### src/hdl/bvrs_pkg.sv
// ----------------------------------------------------------------------------
// Bit vector rank/select package
// Types, sizes, codes and the population count shared by the block's modules.
// ----------------------------------------------------------------------------
package bvrs_pkg;

   // Storage geometry: 64K bits in 32-bit words, superblocks of 256 bits.
   localparam int MAX_BITS  = 65536;
   localparam int NWORDS    = 2048;
   localparam int NSUPERS   = 257;
   localparam int NBLOCKS   = 2049;
   localparam int WORD_AW   = 11;
   localparam int SUPER_AW  = 9;
   localparam int BLOCK_AW  = 12;

   // Operation codes of a request word.
   localparam logic [2:0] OP_APPEND = 3'd0;
   localparam logic [2:0] OP_BUILD  = 3'd1;
   localparam logic [2:0] OP_RANK   = 3'd2;
   localparam logic [2:0] OP_SELECT = 3'd3;
   localparam logic [2:0] OP_READ   = 3'd4;

   typedef enum logic [4:0] {
      ST_CLEAR,
      ST_IDLE,
      ST_APP_RD,
      ST_APP_WR,
      ST_BLD_RD,
      ST_BLD_ACC,
      ST_RANK_RD,
      ST_RANK_POP,
      ST_RANK_SUM,
      ST_READ_RD,
      ST_READ_BIT,
      ST_SEL_BS,
      ST_SEL_BSCMP,
      ST_SEL_PS,
      ST_SEL_PSSUB,
      ST_SEL_SCAN,
      ST_SEL_SCMP,
      ST_SEL_BACK,
      ST_SEL_BSUB,
      ST_SEL_H16,
      ST_SEL_H8,
      ST_SEL_BITS,
      ST_OUT
   } state_type;

   // Access of the bit word memory.
   typedef struct packed {
      logic               we;
      logic [WORD_AW-1:0] waddr;
      logic [31:0]        wdata;
      logic [WORD_AW-1:0] raddr;
   } word_mem_req_type;

   // Access of the superblock count memory.
   typedef struct packed {
      logic                we;
      logic [SUPER_AW-1:0] waddr;
      logic [16:0]         wdata;
      logic [SUPER_AW-1:0] raddr;
   } super_mem_req_type;

   // Access of the per-word block count memory.
   typedef struct packed {
      logic                we;
      logic [BLOCK_AW-1:0] waddr;
      logic [7:0]          wdata;
      logic [BLOCK_AW-1:0] raddr;
   } block_mem_req_type;

   // Number of ones in a 32-bit word, by pairwise folding.
   function automatic logic [5:0] ones32(input logic [31:0] v);
      logic [31:0] t;
      t = ((v & 32'hAAAAAAAA) >> 1) + (v & 32'h55555555);
      t = ((t & 32'hCCCCCCCC) >> 2) + (t & 32'h33333333);
      t = ((t >> 4) + t) & 32'h0F0F0F0F;
      t = (t >> 8) + t;
      t = (t >> 16) + t;
      return t[5:0];
   endfunction

endpackage

### src/hdl/bvrs_if.sv
// ----------------------------------------------------------------------------
// Bit vector rank/select channels
// Valid/ready channels for request words and response words.
// ----------------------------------------------------------------------------
interface bvrs_req_if;
   logic        valid;
   logic        ready;
   logic [2:0]  operation;
   logic        bit_value;
   logic [15:0] position;
   logic [16:0] occurrence;

   modport source(output valid, operation, bit_value, position, occurrence, input ready);
   modport sink(input valid, operation, bit_value, position, occurrence, output ready);
endinterface

interface bvrs_rsp_if;
   logic        valid;
   logic        ready;
   logic [16:0] count;
   logic [15:0] found_position;
   logic        bit_read;
   logic        error;

   modport source(output valid, count, found_position, bit_read, error, input ready);
   modport sink(input valid, count, found_position, bit_read, error, output ready);
endinterface

### src/hdl/bvrs_ctrl.sv
// ----------------------------------------------------------------------------
// Bit vector rank/select sequencer
// Runs each operation as a series of memory reads and write-backs. Items are
// handled one at a time, so no two accesses to one entry ever overlap.
// ----------------------------------------------------------------------------
module bvrs_ctrl import bvrs_pkg::*; (
   input  logic              clock,
   input  logic              reset,
   bvrs_req_if.sink          req_if,
   bvrs_rsp_if.source        rsp_if,
   output word_mem_req_type  word_req,
   input  logic [31:0]       word_rdata,
   output super_mem_req_type super_req,
   input  logic [16:0]       super_rdata,
   output block_mem_req_type block_req,
   input  logic [7:0]        block_rdata
);

   state_type   state_ff, state_in;
   logic [16:0] len_ff, len_in;
   logic [16:0] blen_ff, blen_in;
   logic [16:0] bones_ff, bones_in;
   logic        b_ff, b_in;
   logic [15:0] pos_ff, pos_in;
   logic [16:0] x_ff, x_in;
   logic [11:0] wcnt_ff, wcnt_in;
   logic [16:0] sum_ff, sum_in;
   logic [16:0] base_ff, base_in;
   logic [8:0]  left_ff, left_in;
   logic [8:0]  right_ff, right_in;
   logic [8:0]  mid_ff, mid_in;
   logic [15:0] ret_ff, ret_in;
   logic [31:0] cur_ff, cur_in;
   logic [5:0]  bitcnt_ff, bitcnt_in;
   logic [16:0] part_ff, part_in;
   logic [5:0]  pop_ff, pop_in;
   logic [16:0] res_count_ff, res_count_in;
   logic [15:0] res_pos_ff, res_pos_in;
   logic        res_bit_ff, res_bit_in;
   logic        res_err_ff, res_err_in;
   logic        rsp_valid_ff, rsp_valid_in;
   logic [16:0] rsp_count_ff, rsp_count_in;
   logic [15:0] rsp_pos_ff, rsp_pos_in;
   logic        rsp_bit_ff, rsp_bit_in;
   logic        rsp_err_ff, rsp_err_in;

   // Helper values for the combinational block.
   logic [16:0] total;
   logic [16:0] pos1;
   logic [31:0] mask;
   logic [9:0]  mid_sum;
   logic [16:0] match;
   logic [11:0] nblk;
   logic [11:0] pw_dec;
   logic [8:0]  ps;
   logic [5:0]  pop;
   logic [16:0] r1;

   // Control and payload registers.
   always_ff @(posedge clock) begin
      if (reset) begin
         state_ff     <= ST_CLEAR;
         len_ff       <= '0;
         blen_ff      <= '0;
         bones_ff     <= '0;
         wcnt_ff      <= '0;
         rsp_valid_ff <= 1'b0;
      end else begin
         state_ff     <= state_in;
         len_ff       <= len_in;
         blen_ff      <= blen_in;
         bones_ff     <= bones_in;
         wcnt_ff      <= wcnt_in;
         rsp_valid_ff <= rsp_valid_in;
      end
      b_ff         <= b_in;
      pos_ff       <= pos_in;
      x_ff         <= x_in;
      sum_ff       <= sum_in;
      base_ff      <= base_in;
      left_ff      <= left_in;
      right_ff     <= right_in;
      mid_ff       <= mid_in;
      ret_ff       <= ret_in;
      cur_ff       <= cur_in;
      bitcnt_ff    <= bitcnt_in;
      part_ff      <= part_in;
      pop_ff       <= pop_in;
      res_count_ff <= res_count_in;
      res_pos_ff   <= res_pos_in;
      res_bit_ff   <= res_bit_in;
      res_err_ff   <= res_err_in;
      rsp_count_ff <= rsp_count_in;
      rsp_pos_ff   <= rsp_pos_in;
      rsp_bit_ff   <= rsp_bit_in;
      rsp_err_ff   <= rsp_err_in;
   end

   // Next state, memory accesses and datapath.
   always_comb begin
      state_in     = state_ff;
      len_in       = len_ff;
      blen_in      = blen_ff;
      bones_in     = bones_ff;
      b_in         = b_ff;
      pos_in       = pos_ff;
      x_in         = x_ff;
      wcnt_in      = wcnt_ff;
      sum_in       = sum_ff;
      base_in      = base_ff;
      left_in      = left_ff;
      right_in     = right_ff;
      mid_in       = mid_ff;
      ret_in       = ret_ff;
      cur_in       = cur_ff;
      bitcnt_in    = bitcnt_ff;
      part_in      = part_ff;
      pop_in       = pop_ff;
      res_count_in = res_count_ff;
      res_pos_in   = res_pos_ff;
      res_bit_in   = res_bit_ff;
      res_err_in   = res_err_ff;
      rsp_valid_in = rsp_valid_ff;
      rsp_count_in = rsp_count_ff;
      rsp_pos_in   = rsp_pos_ff;
      rsp_bit_in   = rsp_bit_ff;
      rsp_err_in   = rsp_err_ff;
      word_req     = '0;
      super_req    = '0;
      block_req    = '0;

      total   = req_if.bit_value ? bones_ff : blen_ff - bones_ff;
      pos1    = {1'b0, pos_ff} + 17'd1;
      mask    = 32'((33'd1 << pos1[4:0]) - 33'd1);
      mid_sum = {1'b0, left_ff} + {1'b0, right_ff};
      nblk    = blen_ff[16:5] + 12'd1;
      pw_dec  = wcnt_ff - 12'd1;
      ps      = (left_ff != 9'd0) ? left_ff - 9'd1 : 9'd0;
      match   = '0;
      pop     = '0;
      r1      = '0;

      // The response register drains independently of the sequencer.
      if (rsp_valid_ff && rsp_if.ready) begin
         rsp_valid_in = 1'b0;
      end

      unique case (state_ff)
         // Zero the bit memory one word per cycle after reset.
         ST_CLEAR: begin
            word_req.we    = 1'b1;
            word_req.waddr = wcnt_ff[WORD_AW-1:0];
            wcnt_in        = wcnt_ff + 12'd1;
            if (wcnt_ff == 12'(NWORDS - 1)) begin
               wcnt_in  = '0;
               state_in = ST_IDLE;
            end
         end

         // Take a request word and start its operation.
         ST_IDLE: begin
            if (req_if.valid) begin
               b_in         = req_if.bit_value;
               pos_in       = req_if.position;
               res_count_in = '0;
               res_pos_in   = '0;
               res_bit_in   = 1'b0;
               res_err_in   = 1'b0;
               case (req_if.operation)
                  OP_APPEND: begin
                     if (len_ff[16]) begin
                        res_err_in = 1'b1;
                        state_in   = ST_OUT;
                     end else if (req_if.bit_value) begin
                        state_in = ST_APP_RD;
                     end else begin
                        len_in = len_ff + 17'd1;
                     end
                  end
                  OP_BUILD: begin
                     wcnt_in  = '0;
                     sum_in   = '0;
                     base_in  = '0;
                     state_in = ST_BLD_RD;
                  end
                  OP_RANK: begin
                     state_in = ST_RANK_RD;
                  end
                  OP_SELECT: begin
                     if (req_if.occurrence == 17'd0 || req_if.occurrence > total) begin
                        res_err_in = 1'b1;
                        state_in   = ST_OUT;
                     end else begin
                        x_in     = req_if.occurrence;
                        left_in  = '0;
                        right_in = blen_ff[16:8] + 9'd1;
                        state_in = ST_SEL_BS;
                     end
                  end
                  OP_READ: begin
                     state_in = ST_READ_RD;
                  end
                  default: begin
                  end
               endcase
            end
         end

         // Append a one: read the last word, set the bit, write it back.
         ST_APP_RD: begin
            word_req.raddr = len_ff[15:5];
            state_in       = ST_APP_WR;
         end
         ST_APP_WR: begin
            word_req.we    = 1'b1;
            word_req.waddr = len_ff[15:5];
            word_req.wdata = word_rdata | (32'd1 << len_ff[4:0]);
            len_in         = len_ff + 17'd1;
            state_in       = ST_IDLE;
         end

         // Build: walk every word up to the length and fill both count tables.
         ST_BLD_RD: begin
            word_req.raddr = wcnt_ff[WORD_AW-1:0];
            state_in       = ST_BLD_ACC;
         end
         ST_BLD_ACC: begin
            pop             = wcnt_ff[11] ? 6'd0 : ones32(word_rdata);
            block_req.we    = 1'b1;
            block_req.waddr = wcnt_ff;
            if (wcnt_ff[2:0] == 3'd0) begin
               super_req.we    = 1'b1;
               super_req.waddr = wcnt_ff[11:3];
               super_req.wdata = sum_ff;
               base_in         = sum_ff;
               block_req.wdata = '0;
            end else begin
               block_req.wdata = 8'(sum_ff - base_ff);
            end
            sum_in = sum_ff + {11'd0, pop};
            if (wcnt_ff == len_ff[16:5]) begin
               blen_in  = len_ff;
               bones_in = sum_ff + {11'd0, pop};
               state_in = ST_IDLE;
            end else begin
               wcnt_in  = wcnt_ff + 12'd1;
               state_in = ST_BLD_RD;
            end
         end

         // Rank: superblock count, block count and masked word in parallel.
         ST_RANK_RD: begin
            super_req.raddr = pos1[16:8];
            block_req.raddr = pos1[16:5];
            word_req.raddr  = pos_ff[15:5];
            state_in        = ST_RANK_POP;
         end
         ST_RANK_POP: begin
            part_in  = super_rdata + {9'd0, block_rdata};
            pop_in   = ones32(word_rdata & mask);
            state_in = ST_RANK_SUM;
         end
         ST_RANK_SUM: begin
            r1           = part_ff + {11'd0, pop_ff};
            res_count_in = b_ff ? r1 : pos1 - r1;
            state_in     = ST_OUT;
         end

         // Read one stored bit.
         ST_READ_RD: begin
            word_req.raddr = pos_ff[15:5];
            state_in       = ST_READ_BIT;
         end
         ST_READ_BIT: begin
            res_bit_in = word_rdata[pos_ff[4:0]];
            state_in   = ST_OUT;
         end

         // Select: binary search over superblock counts.
         ST_SEL_BS: begin
            if (left_ff < right_ff) begin
               mid_in          = mid_sum[9:1];
               super_req.raddr = mid_sum[9:1];
               state_in        = ST_SEL_BSCMP;
            end else begin
               state_in = ST_SEL_PS;
            end
         end
         ST_SEL_BSCMP: begin
            match = b_ff ? super_rdata : {mid_ff, 8'd0} - super_rdata;
            if (match < x_ff) begin
               left_in = mid_ff + 9'd1;
            end else begin
               right_in = mid_ff;
            end
            state_in = ST_SEL_BS;
         end
         ST_SEL_PS: begin
            super_req.raddr = ps;
            mid_in          = ps;
            state_in        = ST_SEL_PSSUB;
         end
         ST_SEL_PSSUB: begin
            match    = b_ff ? super_rdata : {mid_ff, 8'd0} - super_rdata;
            x_in     = x_ff - match;
            wcnt_in  = {mid_ff, 3'd1};
            state_in = ST_SEL_SCAN;
         end

         // Select: scan the block counts inside the superblock.
         ST_SEL_SCAN: begin
            if (wcnt_ff < nblk && wcnt_ff[2:0] != 3'd0) begin
               block_req.raddr = wcnt_ff;
               state_in        = ST_SEL_SCMP;
            end else begin
               state_in = ST_SEL_BACK;
            end
         end
         ST_SEL_SCMP: begin
            match = b_ff ? {9'd0, block_rdata}
                         : {9'd0, wcnt_ff[2:0], 5'd0} - {9'd0, block_rdata};
            if (match < x_ff) begin
               wcnt_in  = wcnt_ff + 12'd1;
               state_in = ST_SEL_SCAN;
            end else begin
               state_in = ST_SEL_BACK;
            end
         end
         ST_SEL_BACK: begin
            wcnt_in         = pw_dec;
            block_req.raddr = pw_dec;
            word_req.raddr  = pw_dec[WORD_AW-1:0];
            state_in        = ST_SEL_BSUB;
         end
         ST_SEL_BSUB: begin
            match = b_ff ? {9'd0, block_rdata}
                         : {9'd0, wcnt_ff[2:0], 5'd0} - {9'd0, block_rdata};
            x_in     = x_ff - match;
            cur_in   = wcnt_ff[11] ? 32'd0 : word_rdata;
            ret_in   = {wcnt_ff[10:0], 5'd0};
            state_in = ST_SEL_H16;
         end

         // Select: narrow to a half word, then a byte.
         ST_SEL_H16: begin
            pop   = ones32({16'd0, cur_ff[15:0]});
            match = b_ff ? {11'd0, pop} : 17'd16 - {11'd0, pop};
            if (match < x_ff) begin
               cur_in = cur_ff >> 16;
               ret_in = ret_ff + 16'd16;
               x_in   = x_ff - match;
            end
            state_in = ST_SEL_H8;
         end
         ST_SEL_H8: begin
            pop   = ones32({24'd0, cur_ff[7:0]});
            match = b_ff ? {11'd0, pop} : 17'd8 - {11'd0, pop};
            if (match < x_ff) begin
               cur_in = cur_ff >> 8;
               ret_in = ret_ff + 16'd8;
               x_in   = x_ff - match;
            end
            bitcnt_in = '0;
            state_in  = ST_SEL_H8 == state_ff ? ST_SEL_BITS : state_ff;
         end

         // Select: one bit per cycle until the wanted occurrence is passed.
         ST_SEL_BITS: begin
            if (bitcnt_ff < 6'd32 && x_ff != 17'd0) begin
               if (cur_ff[0] == b_ff) begin
                  x_in = x_ff - 17'd1;
               end
               cur_in    = cur_ff >> 1;
               ret_in    = ret_ff + 16'd1;
               bitcnt_in = bitcnt_ff + 6'd1;
            end else begin
               res_pos_in = ret_ff - 16'd1;
               state_in   = ST_OUT;
            end
         end

         // Hand the result to the response register once it is free.
         ST_OUT: begin
            if (!rsp_valid_ff || rsp_if.ready) begin
               rsp_valid_in = 1'b1;
               rsp_count_in = res_count_ff;
               rsp_pos_in   = res_pos_ff;
               rsp_bit_in   = res_bit_ff;
               rsp_err_in   = res_err_ff;
               state_in     = ST_IDLE;
            end
         end

         default: begin
            state_in = ST_IDLE;
         end
      endcase
   end

   assign req_if.ready          = (state_ff == ST_IDLE);
   assign rsp_if.valid          = rsp_valid_ff;
   assign rsp_if.count          = rsp_count_ff;
   assign rsp_if.found_position = rsp_pos_ff;
   assign rsp_if.bit_read       = rsp_bit_ff;
   assign rsp_if.error          = rsp_err_ff;

endmodule

### src/flat_wrapper.sv
// flat-port wrapper written by rule: the top's interface ports become plain ports
module bvrs_ctrl_flat import bvrs_pkg::*;
  (clock, reset, word_req, word_rdata, super_req, super_rdata, block_req, block_rdata, req_if_valid, req_if_operation, req_if_bit_value, req_if_position, req_if_occurrence, req_if_ready, rsp_if_valid, rsp_if_count, rsp_if_found_position, rsp_if_bit_read, rsp_if_error, rsp_if_ready);
  bvrs_req_if req_if_i ();
  bvrs_rsp_if rsp_if_i ();
  input  logic clock;
  input  logic reset;
  output word_mem_req_type word_req;
  input  logic [31:0] word_rdata;
  output super_mem_req_type super_req;
  input  logic [16:0] super_rdata;
  output block_mem_req_type block_req;
  input  logic [7:0] block_rdata;
  input wire logic [$bits(req_if_i.valid)-1:0] req_if_valid;
  input wire logic [$bits(req_if_i.operation)-1:0] req_if_operation;
  input wire logic [$bits(req_if_i.bit_value)-1:0] req_if_bit_value;
  input wire logic [$bits(req_if_i.position)-1:0] req_if_position;
  input wire logic [$bits(req_if_i.occurrence)-1:0] req_if_occurrence;
  output wire logic [$bits(req_if_i.ready)-1:0] req_if_ready;
  output wire logic [$bits(rsp_if_i.valid)-1:0] rsp_if_valid;
  output wire logic [$bits(rsp_if_i.count)-1:0] rsp_if_count;
  output wire logic [$bits(rsp_if_i.found_position)-1:0] rsp_if_found_position;
  output wire logic [$bits(rsp_if_i.bit_read)-1:0] rsp_if_bit_read;
  output wire logic [$bits(rsp_if_i.error)-1:0] rsp_if_error;
  input wire logic [$bits(rsp_if_i.ready)-1:0] rsp_if_ready;
  assign req_if_i.valid = req_if_valid;
  assign req_if_i.operation = req_if_operation;
  assign req_if_i.bit_value = req_if_bit_value;
  assign req_if_i.position = req_if_position;
  assign req_if_i.occurrence = req_if_occurrence;
  assign req_if_ready = req_if_i.ready;
  assign rsp_if_valid = rsp_if_i.valid;
  assign rsp_if_count = rsp_if_i.count;
  assign rsp_if_found_position = rsp_if_i.found_position;
  assign rsp_if_bit_read = rsp_if_i.bit_read;
  assign rsp_if_error = rsp_if_i.error;
  assign rsp_if_i.ready = rsp_if_ready;
  bvrs_ctrl u_core (.clock(clock), .reset(reset), .req_if(req_if_i), .rsp_if(rsp_if_i), .word_req(word_req), .word_rdata(word_rdata), .super_req(super_req), .super_rdata(super_rdata), .block_req(block_req), .block_rdata(block_rdata));
endmodule
### config.mk
export PLATFORM = sky130hd
export DESIGN_NAME = bvrs_ctrl_flat
export DESIGN_NICKNAME = d
export VERILOG_FILES = /design/src/hdl/bvrs_pkg.sv /design/src/hdl/bvrs_if.sv /design/src/hdl/bvrs_ctrl.sv /design/src/flat_wrapper.sv
export SDC_FILE = /design/constraint.sdc
export NUM_CORES = 1
export LEC_CHECK = 0
export ABC_AREA = 1
export CAP_MARGIN = 10
export CORE_MARGIN = 2
export CORE_UTILIZATION = 45
export DETAILED_ROUTE_END_ITERATION = 7
export DONT_BUFFER_PORTS = 1
export GPL_TIMING_DRIVEN = 0
export PLACE_DENSITY = 0.67
export SYNTH_ARGS = -nofsm -noshare
export SYNTH_HDL_FRONTEND = slang
export SYNTH_SLANG_ARGS = --single-unit
### constraint.sdc
create_clock -name clock -period 8.3 [get_ports clock]
set_input_delay 1.245 -clock clock [delete_from_list [all_inputs] [get_ports clock]]
set_output_delay 1.245 -clock clock [all_outputs]
set_load 0.1 [all_outputs]
======== Yosys cells after proc, flatten, opt, wreduce, memory -nomap -nowiden ========
Index checks and enable logic that the tools add are counted.
word-level totals
  register bits after elaboration ......... 302
  bits in latches ......................... 0
  bits in writable memories ............... 0
  bits in read-only memories .............. 0
  bits of input ports ..................... 98
  word-level logic and storage cells ...... 283
  memories kept ........................... 0
operators by class
  $add $sub $neg .......................... 50
  multiply operators ...................... 0
  div/mod/pow operators ................... 0
  order comparisons ....................... 9
  eq/ne operators ......................... 53
  shifts and indexed selects .............. 2
  mux-type cells .......................... 95
  bitwise gates (word level) .............. 2
  reduce and logical (&&, ||, !) cells .... 44
operators with widths
  kind                  number
  $mux 17               20
  $mux 32               5
  $pmux 32 s4           1
  $sub 17x17->17        7
  $add 27x28->28        4
  $pmux 5 s21           1
  $pmux 17 s2           3
  $pmux 17 s6           1
  $mux 9                11
  $add 20x20->21        4
  $mux 16               5
  $mux 12               6
  $pmux 12 s6           1
  $lt 17x17->1          4
  $add 31x31->32        2
  $pmux 16 s4           1
  $shl 1x5->32 const A  2
  $add 30x30->31        2
  $mux 27               2
  $pmux 9 s2            3
  $mux 5                9
  $pmux 11 s4           1
  $eq 5x4->1 const B    8
  $pmux 12 s3           1
  other kinds (79)      151

======== Logic depth before layout (Yosys ltp) ========
  word-level depth ........................ 10
  mapped depth ............................ 33
  depth with buffers taken out ............ 33

======== Worst setup path after synthesis ========
No wires, ideal clock.
  path type ............................... register to output
  start point ............................. reg u_core.blen_ff[8]
  end point ............................... out block_req[10] (netlist name)
  arrival time ............................ 5.684 ns
  data required time ...................... 7.055 ns
  setup slack ............................. 1.371 ns
  stages on the path, launching flop included .. 13
  path through ............................ dfxtp_1 -> ha_1 -> nand2_1 -> nor3_1 -> and3_1 -> xor2_1 -> mux2i_1 -> ha_1 -> a21oi_1 -> o21ai_0 -> a21oi_1 -> nand3_1 -> o311ai_0
RTL lines
  element                 line                text
  start, declared         bvrs_ctrl.sv:21     logic [16:0] blen_ff, blen_in;
  start signal, assigned  bvrs_ctrl.sv:71     blen_ff <= blen_in;
  end, declared           flat_wrapper.sv:12  output block_mem_req_type block_req;

======== Final worst setup path ========
  start point ............................. reg u_core.pos_ff[0]
  end point ............................... reg u_core.pop_ff[5] (data pin)
between the ends
  longest elaborated chain between the ends .. 9
ends and longest elaborated chain
  element                 line              text
  start, declared         bvrs_ctrl.sv:24   logic [15:0] pos_ff, pos_in;
  start signal, assigned  bvrs_ctrl.sv:77   pos_ff <= pos_in;
  $add 16x1->17           bvrs_ctrl.sv:133  pos1 = {1'b0, pos_ff} + 17'd1;
  $shl 1x5->32            bvrs_ctrl.sv:134  mask = 32'((33'd1 << pos1[4:0]) - 33'd1);
  $sub 32x1->32           bvrs_ctrl.sv:134
  $and 32x32->32          bvrs_ctrl.sv:260  pop_in = ones32(word_rdata & mask);
  $add 31x31->32          bvrs_pkg.sv:76    t = ((v & 32'hAAAAAAAA) >> 1) + (v & 32'h55555555);
  $add 30x30->31          bvrs_pkg.sv:77    t = ((t & 32'hCCCCCCCC) >> 2) + (t & 32'h33333333);
  $add 27x28->28          bvrs_pkg.sv:78    t = ((t >> 4) + t) & 32'h0F0F0F0F;
  $add 20x20->21          bvrs_pkg.sv:79    t = (t >> 8) + t;
  $add 5x6->6             bvrs_pkg.sv:80    t = (t >> 16) + t;
  end signal, assigned    bvrs_ctrl.sv:88   pop_ff <= pop_in;
  end, declared           bvrs_ctrl.sv:36   logic [5:0] pop_ff, pop_in;
Every way passes these cells.
A chain may end at the register's enable or synchronous reset.

==> run_results.csv <==
group,metric,value,unit
run_status,result_of_the_run,"finished clean",
floorplan,dieHeight,266,µm
logic_synthesis,post_synth_instance_area,30800,µm²
clocking,resized_after_cts,0,
logic_synthesis,synth.top_cells.by_area,"sky130_fd_sc_hd__edfxtp_1, sky130_fd_sc_hd__ha_1, sky130_fd_sc_hd__nand2_1",
timing,finalMaxSlewViolations,0,
clocking,clkSlewWorstSetupHoldPaths,0.06,ns
worst_setup_path,worst_path_largest_cell_delay,0.92,ns
timing,final-setup-viol-count,0,
timing,post-route-worst-setup-slack,1.11,ns
clocking,clk_latency,0.59,ns
route,drt.antenna.violating_nets,0,
clocking,clock_buffer_count_from_cts,38,
route,remaining_drc_errors,0,
layout,syn_to_final_growth,11.1,%
placement,routabilityCongestion,1.04,
logic_synthesis,synth.yosys.warnings,0,
route,finalWirelength,116,mm
timing,max_slew_margin,8.75,%
layout,final-instance-count-excl-fill,5300,
timing,finClkSkew,0.0485,ns
worst_setup_path,timing_worst_setup_path_type,"register to register",
floorplan,placeable_area,67500,µm²
clocking,ctsRootBufferMaster,"sky130_fd_sc_hd__clkbuf_16",
worst_setup_path,timing.critical_path.required,8.63,ns
floorplan,i_o_pin_cnt,259,
layout,utilization,50.8,%
placement,io_buffer_count,0,
global_routing,grt_pass1_vias,29000,
timing,worstMarginPinSlew,1.37,ns
timing,final_hold_viols,0,
global_routing,overflow,0,
power,leakagePower,15.8,nW
clocking,cts.path.max_buffers,3,
route,first_iter_violations,2850,
route,drt_pass1_iterations,6,
min_path,min-delay-path-class,"register to register",
logic_synthesis,synth_most_common_cell,"sky130_fd_sc_hd__nand2_1",
route,route.vias.total,31000,
timing,finalCritPeriodShare,86.6,%
route,drt-vias-per-instance,5.85,
power,power.ir.vdd_worst,0.332,mV
timing,setup_repair_after_global_routing_missed_its_margin,"no",
placement,pre_cts_worst_setup_slack,1.35,ns
logic_synthesis,post_synth_most_frequent_cells,"sky130_fd_sc_hd__nand2_1, sky130_fd_sc_hd__inv_1, sky130_fd_sc_hd__nor2_1",
clocking,hold_fix_buffers_at_cts,0,
logic_synthesis,synth-seq-area-share,27.2,%
logic_synthesis,synth_cells,4322,
global_routing,grtUsageTotal,32.1,%
logic_synthesis,synthSimpleGateAreaFrac,26.7,%
logic_synthesis,async_reset_ff_share,0,%
logic_synthesis,yosys_register_bits,302,
worst_setup_path,cp-start-kind,"register",
logic_synthesis,ys.flop_type,"sky130_fd_sc_hd__edfxtp_1",
timing,fin_setup_tns,0,ns
logic_synthesis,synthesis.nets,4805,
clocking,cts_max_level,2,
global_routing,largest_net_degree_at_the_start_of_global_routing,24,
logic_synthesis,synth_edf_count,233,
layout,stdcell_area,34300,µm²
power,cellPowerDensity,255,nW/µm²
clocking,clock_tree_sinks,302,
logic_synthesis,yosysTopAreaCellShare,22.7,%
global_routing,grt_pass1_wl,172,mm
clocking,postCtsSetupRepairBufs,0,
logic_synthesis,synth-xor-area-share,4.23,%
layout,fin_nets,4880,
floorplan,dieWidth,266,µm
route,wl_per_cell,22.0,µm
worst_setup_path,path_buf_inv,8,
timing,fmax,139,MHz
power,finalPower,8.75,mW
logic_synthesis,yosysUniqueCellTypes,60,
logic_synthesis,post-synth-top-area-cell,"sky130_fd_sc_hd__edfxtp_1",
worst_setup_path,crit_arrival,7.51,ns
floorplan,initial_core_util,45.7,%
job,maxCapViolations,0,
logic_synthesis,post_synth_mux_area_share,0.0649,%
worst_setup_path,worstSetupEndpointType,"register",
timing,post-route-min-period,7.19,ns
worst_setup_path,crit_path_top_delay_cell,"sky130_fd_sc_hd__edfxtp_1",
timing,fin_worst_hold_slack,0.412,ns
worst_setup_path,cpLargestDelayFamily,"adder cells",
logic_synthesis,avgSynthCellArea,7.14,µm²
global_routing,grt_antenna_before_repair,6,
placement,place.detailed.instances,5229,
clocking,tritoncts_clock_tree,"done",
layout,insertedDiodeCount,0,
placement,detailedPlacementHpwl,95.6,mm
layout,drive_above_1_share,8.02,%
floorplan,rows,95,
placement,detailed_place.area,33100,µm²
worst_setup_path,timing.critical_path.fanout_max,11,
logic_synthesis,synth_compound_area_share,16.4,%
logic_synthesis,main_combinational_cell_family_by_area_after_synthesis,"simple AND/OR/NAND/NOR gates",
floorplan,design.die.area,70600,µm²
logic_synthesis,yosys.area_share.adder,16.8,%
==> metal layers <==
| layer | track usage (%) | share of wire [%] | vias up |
|---|---|---|---|
| met1 | 39.3 | 39 | 14300 |
| li1 | - | - | 14800 |
| met5 | 0 | 0.015 | - |
| met2 | 51.2 | 44 | 1549 |
| met4 | 14.2 | 5.1 | 4 |
| met3 | 10.9 | 13 | 316 |
==> where the power goes <==
part	switching (mW)	leakage (nW)	internal, mW
registers	0.163	2.67	1.88
logic	3.34	12.6	1.72
clock network	0.734	0.585	0.911
==> cells in the final DEF, fill, tap and decap left out, types with 27 or more instances in the layout <==
cell                        synthesis  layout
sky130_fd_sc_hd__nand2_1          870     870
sky130_fd_sc_hd__inv_1            556     556
sky130_fd_sc_hd__nor2_1           467     415
sky130_fd_sc_hd__a21oi_1          381     354
sky130_fd_sc_hd__ha_1             337     337
sky130_fd_sc_hd__o21ai_0          279     279
sky130_fd_sc_hd__nand3_1          277     277
sky130_fd_sc_hd__edfxtp_1         233     233
sky130_fd_sc_hd__xor2_1           115     115
sky130_fd_sc_hd__nor3_1            90      90
sky130_fd_sc_hd__dfxtp_1           69      69
sky130_fd_sc_hd__nor2_2            13      64
sky130_fd_sc_hd__nand4_1           57      57
sky130_fd_sc_hd__clkbuf_1          54      55
sky130_fd_sc_hd__fa_1              48      48
sky130_fd_sc_hd__clkbuf_16          0      39
sky130_fd_sc_hd__xnor2_1           34      34
sky130_fd_sc_hd__inv_2             29      29
sky130_fd_sc_hd__or2_2             29      29
sky130_fd_sc_hd__buf_2             28      28
sky130_fd_sc_hd__a21oi_2            0      27
==> final timing paths <==
| kind | to | startpoint | slack [ns] | cells after the start |
|---|---|---|---|---|
| setup / recovery | u_core.pop_ff[5]$_DFFE_PP_ | u_core.pos_ff[0]$_DFFE_PP_ | 1.11 | 32 |
| hold / removal | u_core.rsp_if.found_position[6]$_DFFE_PP_ | u_core.res_pos_ff[6]$_SDFFCE_PN0P_ | 0.41 | 0 |
| setup reg to reg | u_core.pop_ff[5]$_DFFE_PP_ | u_core.pos_ff[0]$_DFFE_PP_ | 1.11 | 32 |
| hold reg to reg | u_core.rsp_if.found_position[6]$_DFFE_PP_ | u_core.res_pos_ff[6]$_SDFFCE_PN0P_ | 0.41 | 0 |
==> layout make-up <==
type | instances | area (µm²)
fillers | 6629 | 33200
clock inverters | 29 | 221
well taps | 873 | 1090
multi-input cells | 3327 | 20200
repair buffers | 35 | 744
plain buffers | 98 | 444
clock buffers | 41 | 993
flip-flops and latches | 302 | 8380
inverters | 595 | 2240
==> logic make-up (layout without fill, tap and decap cells) <==
kind of cell	after synthesis	count (layout)
AND/OR/NAND/NOR	1891	1891
AO/OA/AOI/OAI	900	900
buffers and inverters	693	798
adder cells (fa/ha/maj)	385	385
flip-flops	302	302
XOR/XNOR	149	149
multiplexers	2	2
==> registers in the layout, summed over array words and instances (netlist names), 5 cells and up <==
| register | count |
|---|---|
| u_core.base_ff | 8 |
| u_core.cur_ff | 32 |
| u_core.res_pos_ff | 16 |
| u_core.sum_ff | 17 |
| u_core.x_ff | 17 |
| u_core.pop_ff | 6 |
| u_core.res_count_ff | 17 |
| u_core.len_ff | 17 |
| u_core.wcnt_ff | 12 |
| u_core.part_ff | 17 |
| u_core.bitcnt_ff | 6 |
| u_core.left_ff | 9 |
| u_core.rsp_if.found_position | 16 |
| u_core.mid_ff | 9 |
| u_core.bones_ff | 17 |
| u_core.right_ff | 9 |
| u_core.ret_ff | 16 |
| u_core.rsp_if.count | 17 |
| u_core.pos_ff | 16 |
| u_core.blen_ff | 17 |
| u_core.state_ff | 5 |
(Power assumes the default switching activity.)
